### src/hw/rtl/button_scan_release_debouncer_defines.svh
// Assertion helpers for the RTL, used by the job queue.
`ifndef BUTTON_SCAN_RELEASE_DEBOUNCER_DEFINES_SVH
`define BUTTON_SCAN_RELEASE_DEBOUNCER_DEFINES_SVH

// Same-cycle implication, checked out of reset.
`define BSRD_ASSERT_NOW(lbl, ante, cons, msg) \
  lbl: assert property (@(posedge clk) disable iff (rst) (ante) |-> (cons)) else $error(msg);

// Next-cycle implication, checked out of reset.
`define BSRD_ASSERT_NEXT(lbl, ante, cons, msg) \
  lbl: assert property (@(posedge clk) disable iff (rst) (ante) |=> (cons)) else $error(msg);

`endif

### src/hw/rtl/bsrd_pkg.sv
package bsrd_pkg;

  localparam int FRAME_BYTES   = 16;
  localparam int WARMUP_FRAMES = 3;
  localparam int ROWS          = 16;
  localparam int QDEPTH        = 4;
  localparam int QAW           = 2;

  localparam logic [6:0] PRESENCE_ID = 7'h77;

  localparam logic [1:0] CMD_SCAN    = 2'd0;
  localparam logic [1:0] CMD_POLL    = 2'd1;
  localparam logic [1:0] CMD_EMULATE = 2'd2;

  typedef struct packed {
    logic [1:0] command;
    logic [3:0] byte_index;
    logic [7:0] scan_byte;
    logic       end_of_frame;
    logic [6:0] button_id;
    logic       emulate_press;
    logic       panel_online;
  } in_word_t;

  typedef struct packed {
    logic [6:0] event_id;
    logic       pressed;
    logic       last;
  } out_word_t;

  // One queued job: up to eight events sharing the upper id bits.
  // Bit j of mask stands for id {id_hi, ~j}.
  typedef struct packed {
    logic [3:0] id_hi;
    logic [7:0] mask;
    logic [7:0] press;
  } job_t;

  typedef logic [QAW:0] qcnt_t;

endpackage

### src/hw/rtl/bsrd_front.sv
module bsrd_front (
  input  logic               clk,
  input  logic               rst,
  input  logic               push,
  input  bsrd_pkg::in_word_t item,
  input  bsrd_pkg::qcnt_t    q_count,
  output logic               full,
  output logic               job_push,
  output bsrd_pkg::job_t     job
);
  import bsrd_pkg::*;

  logic [1:0] cur;
  logic [1:0] warm;
  logic [3:0][7:0] mem [ROWS];
  logic [3:0] vld [ROWS];

  logic       accept;
  logic       is_scan;
  logic       scan_in_range;
  logic [3:0] rd_row;

  logic       s1_valid;
  in_word_t   s1;
  logic [1:0] s1_cur;
  logic       s1_live;
  logic [3:0][7:0] rd;
  logic [3:0] rv;

  logic [3:0][7:0] hb;
  logic [7:0] head, tail, mid1, mid2, changed, sel;
  logic [2:0] bitpos;
  logic       poll_in_range;
  logic       poll_val;

  // s1 reserves a queue slot, so a word in flight always has room.
  assign full     = (q_count + qcnt_t'(s1_valid)) >= qcnt_t'(QDEPTH);
  assign accept   = push & ~full;
  assign is_scan  = item.command == CMD_SCAN;
  assign scan_in_range = {1'b0, item.byte_index} < 5'(FRAME_BYTES);
  assign rd_row   = is_scan ? item.byte_index : item.button_id[6:3];

  always_ff @(posedge clk) begin
    if (rst) begin
      cur      <= 2'd0;
      warm     <= 2'(WARMUP_FRAMES);
      s1_valid <= 1'b0;
      for (int r = 0; r < ROWS; r++) begin
        vld[r] <= 4'd0;
      end
    end else begin
      s1_valid <= accept;
      if (accept && is_scan) begin
        if (scan_in_range) begin
          vld[item.byte_index][cur] <= 1'b1;
        end
        if (item.end_of_frame) begin
          cur <= cur + 2'd1;
          if (warm != 2'd0) begin
            warm <= warm - 2'd1;
          end
        end
      end
    end
  end

  // Row holds all four frames of one byte; old frames read before the write lands.
  always_ff @(posedge clk) begin
    if (accept) begin
      rd      <= mem[rd_row];
      rv      <= vld[rd_row];
      s1      <= item;
      s1_cur  <= cur;
      s1_live <= (warm == 2'd0) && item.panel_online && scan_in_range;
      if (is_scan && scan_in_range) begin
        mem[item.byte_index][cur] <= item.scan_byte;
      end
    end
  end

  always_comb begin
    for (int f = 0; f < 4; f++) begin
      hb[f] = rd[f] & {8{rv[f]}};
    end
    head    = s1.scan_byte;
    tail    = hb[2'(s1_cur + 2'd1)];
    mid2    = hb[2'(s1_cur + 2'd2)];
    mid1    = hb[2'(s1_cur + 2'd3)];
    changed = (head ^ tail) & mid1 & mid2 & {8{s1_live}};
    if (s1.byte_index == PRESENCE_ID[6:3]) begin
      changed = changed & ~(8'd1 << ~PRESENCE_ID[2:0]);
    end
    bitpos        = ~s1.button_id[2:0];
    sel           = 8'd1 << bitpos;
    poll_in_range = {1'b0, s1.button_id[6:3]} < 5'(FRAME_BYTES);
    if (s1.button_id == PRESENCE_ID) begin
      poll_val = s1.panel_online;
    end else if (poll_in_range) begin
      poll_val = ~hb[2'(s1_cur + 2'd3)][bitpos];
    end else begin
      poll_val = 1'b0;
    end

    unique case (s1.command)
      CMD_SCAN: begin
        job.id_hi = s1.byte_index;
        job.mask  = changed;
        job.press = ~head;
      end
      CMD_POLL: begin
        job.id_hi = s1.button_id[6:3];
        job.mask  = sel;
        job.press = {8{poll_val}};
      end
      CMD_EMULATE: begin
        job.id_hi = s1.button_id[6:3];
        job.mask  = (s1.button_id == PRESENCE_ID) ? 8'd0 : sel;
        job.press = {8{s1.emulate_press}};
      end
      default: begin
        job.id_hi = s1.button_id[6:3];
        job.mask  = 8'd0;
        job.press = 8'd0;
      end
    endcase
  end

  assign job_push = s1_valid && (job.mask != 8'd0);

endmodule

### src/hw/rtl/bsrd_queue.sv
`include "button_scan_release_debouncer_defines.svh"

module bsrd_queue (
  input  logic            clk,
  input  logic            rst,
  input  logic            wr,
  input  bsrd_pkg::job_t  wr_job,
  input  logic            rd,
  output logic            nonempty,
  output bsrd_pkg::job_t  head,
  output bsrd_pkg::qcnt_t count
);
  import bsrd_pkg::*;

  job_t           slots [QDEPTH];
  logic [QAW-1:0] wptr;
  logic [QAW-1:0] rptr;

  assign nonempty = count != qcnt_t'(0);
  assign head     = slots[rptr];

  always_ff @(posedge clk) begin
    if (rst) begin
      wptr  <= '0;
      rptr  <= '0;
      count <= '0;
    end else begin
      if (wr) begin
        wptr <= wptr + QAW'(1);
      end
      if (rd) begin
        rptr <= rptr + QAW'(1);
      end
      unique case ({wr, rd})
        2'b10:   count <= count + qcnt_t'(1);
        2'b01:   count <= count - qcnt_t'(1);
        default: count <= count;
      endcase
    end
  end

  always_ff @(posedge clk) begin
    if (wr) begin
      slots[wptr] <= wr_job;
    end
  end

  `BSRD_ASSERT_NOW(a_no_overflow, wr, count < qcnt_t'(QDEPTH), "job queue overflow")
  `BSRD_ASSERT_NOW(a_no_underflow, rd, count != qcnt_t'(0), "job queue underflow")
  `BSRD_ASSERT_NEXT(a_count_moves, wr && !rd, count != qcnt_t'(0), "count lost a push")

endmodule

### src/hw/rtl/bsrd_back.sv
module bsrd_back (
  input  logic                clk,
  input  logic                rst,
  input  logic                q_valid,
  input  bsrd_pkg::job_t      q_head,
  output logic                q_pop,
  input  logic                pop,
  output logic                empty,
  output bsrd_pkg::out_word_t result
);
  import bsrd_pkg::*;

  logic       busy;
  job_t       cj;
  logic       out_valid;
  logic       out_ready;
  logic       step;
  logic       is_last;
  logic [2:0] j;
  logic [7:0] sel;

  // Lowest set bit first: highest id of the byte goes out first.
  always_comb begin
    j = 3'd0;
    for (int i = 7; i >= 0; i--) begin
      if (cj.mask[i]) begin
        j = 3'(i);
      end
    end
  end

  assign sel       = 8'd1 << j;
  assign is_last   = (cj.mask & ~sel) == 8'd0;
  assign out_ready = ~out_valid | pop;
  assign step      = busy & out_ready;
  assign q_pop     = q_valid & (~busy | (step & is_last));
  assign empty     = ~out_valid;

  always_ff @(posedge clk) begin
    if (rst) begin
      busy      <= 1'b0;
      out_valid <= 1'b0;
    end else begin
      if (step) begin
        out_valid <= 1'b1;
      end else if (pop) begin
        out_valid <= 1'b0;
      end
      if (q_pop) begin
        busy <= 1'b1;
      end else if (step && is_last) begin
        busy <= 1'b0;
      end
    end
  end

  always_ff @(posedge clk) begin
    if (q_pop) begin
      cj <= q_head;
    end else if (step) begin
      cj.mask <= cj.mask & ~sel;
    end
    if (step) begin
      result.event_id <= {cj.id_hi, ~j};
      result.pressed  <= cj.press[j];
      result.last     <= is_last;
    end
  end

endmodule

### src/hw/rtl/button_scan_release_debouncer.sv
// channel  | handshake          | word
// ---------+--------------------+------------------------------------------
// item     | push / full        | in_word_t: command, byte, id, flags
// result   | pop / empty        | out_word_t: event_id, pressed, last
//
// One item is taken per cycle while the job queue has room; each item leaves
// at most one job in a four-entry queue between front and back.
// The event sequencer emits one word per cycle while pop keeps up, so a scan
// byte yields one word per event (0 to 8), passing s1, the queue and cj.
// Reset clears the history valid bits at once; no clearing pass is needed.
// A stalled pop backs up the sequencer, then the queue, then raises full.
module button_scan_release_debouncer (
  input  logic                clk,
  input  logic                rst,
  input  logic                push,
  output logic                full,
  input  bsrd_pkg::in_word_t  item,
  output logic                empty,
  input  logic                pop,
  output bsrd_pkg::out_word_t result
);
  import bsrd_pkg::*;

  logic  job_push;
  job_t  job;
  logic  q_valid;
  logic  q_pop;
  job_t  q_head;
  qcnt_t q_count;

  bsrd_front u_front (
    .clk      (clk),
    .rst      (rst),
    .push     (push),
    .item     (item),
    .q_count  (q_count),
    .full     (full),
    .job_push (job_push),
    .job      (job)
  );

  bsrd_queue u_queue (
    .clk      (clk),
    .rst      (rst),
    .wr       (job_push),
    .wr_job   (job),
    .rd       (q_pop),
    .nonempty (q_valid),
    .head     (q_head),
    .count    (q_count)
  );

  bsrd_back u_back (
    .clk     (clk),
    .rst     (rst),
    .q_valid (q_valid),
    .q_head  (q_head),
    .q_pop   (q_pop),
    .pop     (pop),
    .empty   (empty),
    .result  (result)
  );

endmodule

### config.mk
export PLATFORM = sky130hd
export DESIGN_NAME = button_scan_release_debouncer
export DESIGN_NICKNAME = d
export VERILOG_FILES = /design/src/hw/rtl/bsrd_pkg.sv /design/src/hw/rtl/bsrd_front.sv /design/src/hw/rtl/bsrd_queue.sv /design/src/hw/rtl/bsrd_back.sv /design/src/hw/rtl/button_scan_release_debouncer.sv
export VERILOG_INCLUDE_DIRS = /design/src /design/src/hw/rtl
export SDC_FILE = /design/constraint.sdc
export NUM_CORES = 1
export LEC_CHECK = 0
export BUFFER_PORTS_ARGS = -buffer_cell sky130_fd_sc_hd__buf_2
export CAP_MARGIN = 20
export CORE_MARGIN = 2
export CORE_UTILIZATION = 56
export DETAILED_ROUTE_END_ITERATION = 10
export GPL_ROUTABILITY_DRIVEN = 1
export PLACE_DENSITY = 0.77
export SYNTH_ARGS = -nofsm -noshare
export SYNTH_HDL_FRONTEND = slang
export SYNTH_SLANG_ARGS = --single-unit
### constraint.sdc
create_clock -name clk -period 8.1 [get_ports clk]
set_input_delay 0.81 -clock clk [delete_from_list [all_inputs] [get_ports clk]]
set_output_delay 0.81 -clock clk [all_outputs]
set_load 0.005 [all_outputs]
==> impl_metrics.csv <==
group,metric,value,unit
run_status,outcome,"complete, no violations",
timing,achievable-frequency,0.228,GHz
floorplanning,coreArea,53500,µm²
synthesis,synth_cell_type_count,66,
clock_network,post_cts.repair.setup_buffers,0,
global_route,track_usage,24.6,%
clock_network,clockBufferDepth,3,
pwr,power.switching,0.00230,W
route,violation_count_after_the_first_detailed_route_iteration,1887,
clock_network,numClockSinks,763,
setup_path,timing.rr.start,"u_front.s1_cur[0]$_DFFE_PP_",
clock_network,clk_pin_slew_worst_setup_hold_paths,60,ps
route,post-route-drc-count,0,
clock_network,worstSkewPairLatency,620,ps
synthesis,synth_top_flop_cell,"sky130_fd_sc_hd__edfxtp_1",
setup_path,worst-r2r-setup-slack,3710,ps
synthesis,post_synthesis_cell_count,1704,
timing,hold_viol,0,
cells_and_area,multi_input_comb_area,7580,µm²
timing,timing.final.max_slew_violations,0,
pwr,static-leakage-power,10.9,nW
route,detail_route.first_pass.iterations,5,
synthesis,synthArstFlopShare,0,%
synthesis,fraction_of_the_yosys_area_taken_by_sequential_cells,73.4,%
global_route,grt_pass1_wl,102000,µm
synthesis,average_size_of_a_mapped_cell,17.7,µm²
timing,setup-violations-final,0,
timing,finalHoldWorstSlack,393,ps
setup_path,r2r_worst_path_depth,12,
worst_hold_path,hold_path.class,"input port to flip-flop",
placement,gp_congestion,0.830,
floorplanning,dieHeight,236,µm
setup_path,kind_of_start_point_of_the_critical_path,"flip-flop",
setup_path,crit_start,"u_front.s1_cur[0]$_DFFE_PP_",
global_route,global_route.overflow_total,0,
clock_network,holdBufCountCts,0,
setup_path,critical-path-max-stage-delay,800,ps
setup_path,worst_r2r_endpoint,"u_queue.count[2]$_SDFFE_PP0P_",
clock_network,cts.htree.levels,3,
synthesis,syn-cell-area,30100,µm²
clock_network,cts.root.buffer_cell,"sky130_fd_sc_hd__clkbuf_16",
floorplanning,fp.dieArea,55700,µm²
timing,timing.setup.tns,0,ps
cells_and_area,fillerInstances,3567,
placement,port-buffer-count,38,
timing,unrepaired_setup_endpoints_after_global_routing,"false",
route,total_vias_in_the_final_route,16000,
setup_path,worst_setup_path_endpoint,"u_queue.count[2]$_SDFFE_PP0P_",
global_route,grt_start_max_net_pins,131,
timing,timing.final.crit_period,4390,ps
cells_and_area,drive_gt1_share,20.3,%
clock_network,post_cts_resized,0,
synthesis,synth_enable_flop_cells,683,
route,wire_length_per_cell_after_detailed_routing,27.0,µm
global_route,antenna_found_initial,1,
global_route,grt_pass1_vias,16300,
timing,transition_at_the_pin_with_the_smallest_max_transition_slack,1130,ps
timing,final.period_utilization,54.2,%
route,route.final.wire_length,67700,µm
synthesis,synth_seq_cells,763,
setup_path,crit_arrival,4930,ps
synthesis,syn-num-nets,1743,
route,postRouteAntennaNets,0,
cells_and_area,areaGrowthSynthToFinish,11.6,%
setup_path,cp_cell_sequence,"xnor2_2 > and4b_1 > nor3_1 > o21ai_1 > or4_4 > o21ai_1 > ha_1 > inv_1 > fa_1 > xor2_1 > or3_1 > a21oi_1",
floorplanning,floorplan.initialDensity,56.3,%
placement,detailedPlacementHpwl,39100,µm
timing,fin_skew,25.0,ps
cells_and_area,regArea,22100,µm²
timing,relative_slew_slack,24.6,%
setup_path,required,8640,ps
setup_path,path_common_cell,"sky130_fd_sc_hd__o21ai_1",
job,drv_cap,0,
pwr,power_density,279,nW/µm²
pwr,power.share.sequential,50.5,%
route,via_density,6.39,
floorplanning,die_w,236,µm
cells_and_area,final_util,62.9,%
pwr,share_clk_of_total_power,37.5,%
pwr,power.switching_fraction,24.5,%
clock_network,cts_tree,"built",
floorplanning,ports,39,
setup_path,timing.critical_path.slowest_stage_cell,"sky130_fd_sc_hd__xnor2_2",
setup_path,worstSetupPathType,"flip-flop to flip-flop",
pwr,worst_ir_drop_vdd,180,µV
pwr,power_report.internal_total,0.00708,W
cells_and_area,num-nets-final,1787,
setup_path,worst_setup_path_end_kind,"flip-flop",
pwr,pwr-share-comb,12.0,%
setup_path,critPathMaxFanout,28,
clock_network,cts_bufs_inserted,75,
cells_and_area,number_of_inserted_diodes,0,
synthesis,ys.warnings.count,0,
floorplanning,fp-row-count,85,
## layer usage
metal	vias up	track usage (%)	wire length [µm]
li1	6827	-	-
met3	112	4.18	5120
met2	792	40.9	34200
met5	-	0	0
met1	8285	33.6	26400
met4	0	7.91	1890
## worst min-delay path by stage
stage | start | end | slack [ps] | cells after the start
CTS | item[1] | u_front.s1[1]$_DFFE_PP_ | 370 | 1
detailed placement | u_back.cj[16]$_DFFE_PN_ | u_back.result[5]$_DFFE_PP_ | 410 | 0
floorplan | u_back.cj[16]$_DFFE_PN_ | u_back.result[5]$_DFFE_PP_ | 400 | 0
finish | item[1] | u_front.s1[1]$_DFFE_PP_ | 390 | 1
global placement | u_back.cj[19]$_DFFE_PN_ | u_back.result[8]$_DFFE_PP_ | 410 | 0
global route | item[1] | u_front.s1[1]$_DFFE_PP_ | 370 | 1
## synth_stat cells, drive strengths merged, types with 3 or more instances
cell type,number,share of area (%)
a21oi,15,0.25
nand4,4,0.083
nand2,140,1.7
mux2,8,0.30
nor2b,7,0.15
o21a,43,1.1
mux2i,9,0.30
nor2,139,1.7
or3,3,0.062
xnor2,8,0.26
inv,22,0.27
clkbuf,58,0.72
dfxtp,80,5.3
o211a,4,0.13
a31oi,37,0.77
and3,4,0.083
edfxtp,683,68
o22ai,9,0.19
nand4b,5,0.15
o211ai,10,0.25
xor2,4,0.12
a41o,4,0.13
and2,41,0.85
o21ai,31,0.51
or2,4,0.091
ha,10,0.42
nand3,32,0.53
a211oi,36,0.90
buf,37,0.64
mux4,170,13
nand2b,6,0.12
nor3,12,0.20
## stage by stage
step	std cells	worst slack (ps)	power, W	area [µm²]
floorplan	1704	4580	0.00556	30100
global placement	2358	3250	0.00590	31000
detailed placement	2358	3240	0.00594	31000
CTS	2498	3780	0.00942	33500
global route	2507	3490	0.00968	33600
finish	2507	3710	0.00938	33600
## worst max-delay path: cells and delay by family (launching register included)
| family | cells | cell delay (ps) |
|---|---|---|
| XOR/XNOR | 2 | 960 |
| flip-flops | 1 | 780 |
| AND/OR/NAND/NOR | 4 | 1380 |
| adder cells (fa/ha/maj) | 2 | 580 |
| AO/OA/AOI/OAI | 3 | 550 |
| buffers and inverters | 1 | 60 |
## final cells by class
type / count / area share [%]
Clock buffer: 103 / 6.23
Clock inverter: 37 / 1.20
Inverter: 22 / 0.246
Multi-Input combinational cell: 824 / 22.5
Sequential cell: 763 / 65.8
Tap cell: 696 / 2.59
Timing Repair Buffer: 62 / 1.43
## state kept, by name, summed over array words and instances (netlist names), 8 cells and up, named ones only
| register | cells |
|---|---|
| u_front.vld | 64 |
| u_front.s1 | 15 |
| u_back.cj | 20 |
| u_front.rd | 32 |
| u_queue.slots | 80 |
| u_front.head | 8 |
| u_front.mem | 512 |
| u_back.result | 9 |
## kinds of logic after synthesis
| logic type | Yosys count | share of synthesized area, % |
|---|---|---|
| buffers and inverters | 117 | 1.64 |
| adders and majority gates | 12 | 0.515 |
| and+or+nand+nor | 407 | 6.08 |
| muxes | 187 | 13.3 |
| xor gates and xnor gates | 12 | 0.374 |
| DFF | 763 | 73.4 |
| AOI/OAI and AO/OA | 206 | 4.70 |
## cells in the final DEF, fill, tap and decap left out, types with 13 or more instances in the layout
master	Yosys	routed
sky130_fd_sc_hd__a211oi_1	36	36
sky130_fd_sc_hd__a21oi_1	15	15
sky130_fd_sc_hd__a31oi_1	37	37
sky130_fd_sc_hd__and2_1	41	40
sky130_fd_sc_hd__buf_2	29	38
sky130_fd_sc_hd__buf_4	1	13
sky130_fd_sc_hd__clkbuf_1	58	19
sky130_fd_sc_hd__clkbuf_16	0	77
sky130_fd_sc_hd__clkinv_2	0	17
sky130_fd_sc_hd__dfxtp_1	80	80
sky130_fd_sc_hd__edfxtp_1	683	683
sky130_fd_sc_hd__inv_1	22	21
sky130_fd_sc_hd__mux4_2	170	170
sky130_fd_sc_hd__nand2_1	140	140
sky130_fd_sc_hd__nand3_1	32	32
sky130_fd_sc_hd__nor2_1	138	137
sky130_fd_sc_hd__o21a_1	43	43
sky130_fd_sc_hd__o21ai_0	24	24
## power by group through the flow
stage               logic, W  clock network (W)  registers [W]
floorplan           0.000829                  0        0.00473
global placement     0.00109                  0        0.00481
detailed placement   0.00112                  0        0.00482
CTS                  0.00113            0.00355        0.00474
global route         0.00123            0.00370        0.00476
finish               0.00112            0.00352        0.00474
Note: power is estimated with default switching activity, not from simulation.
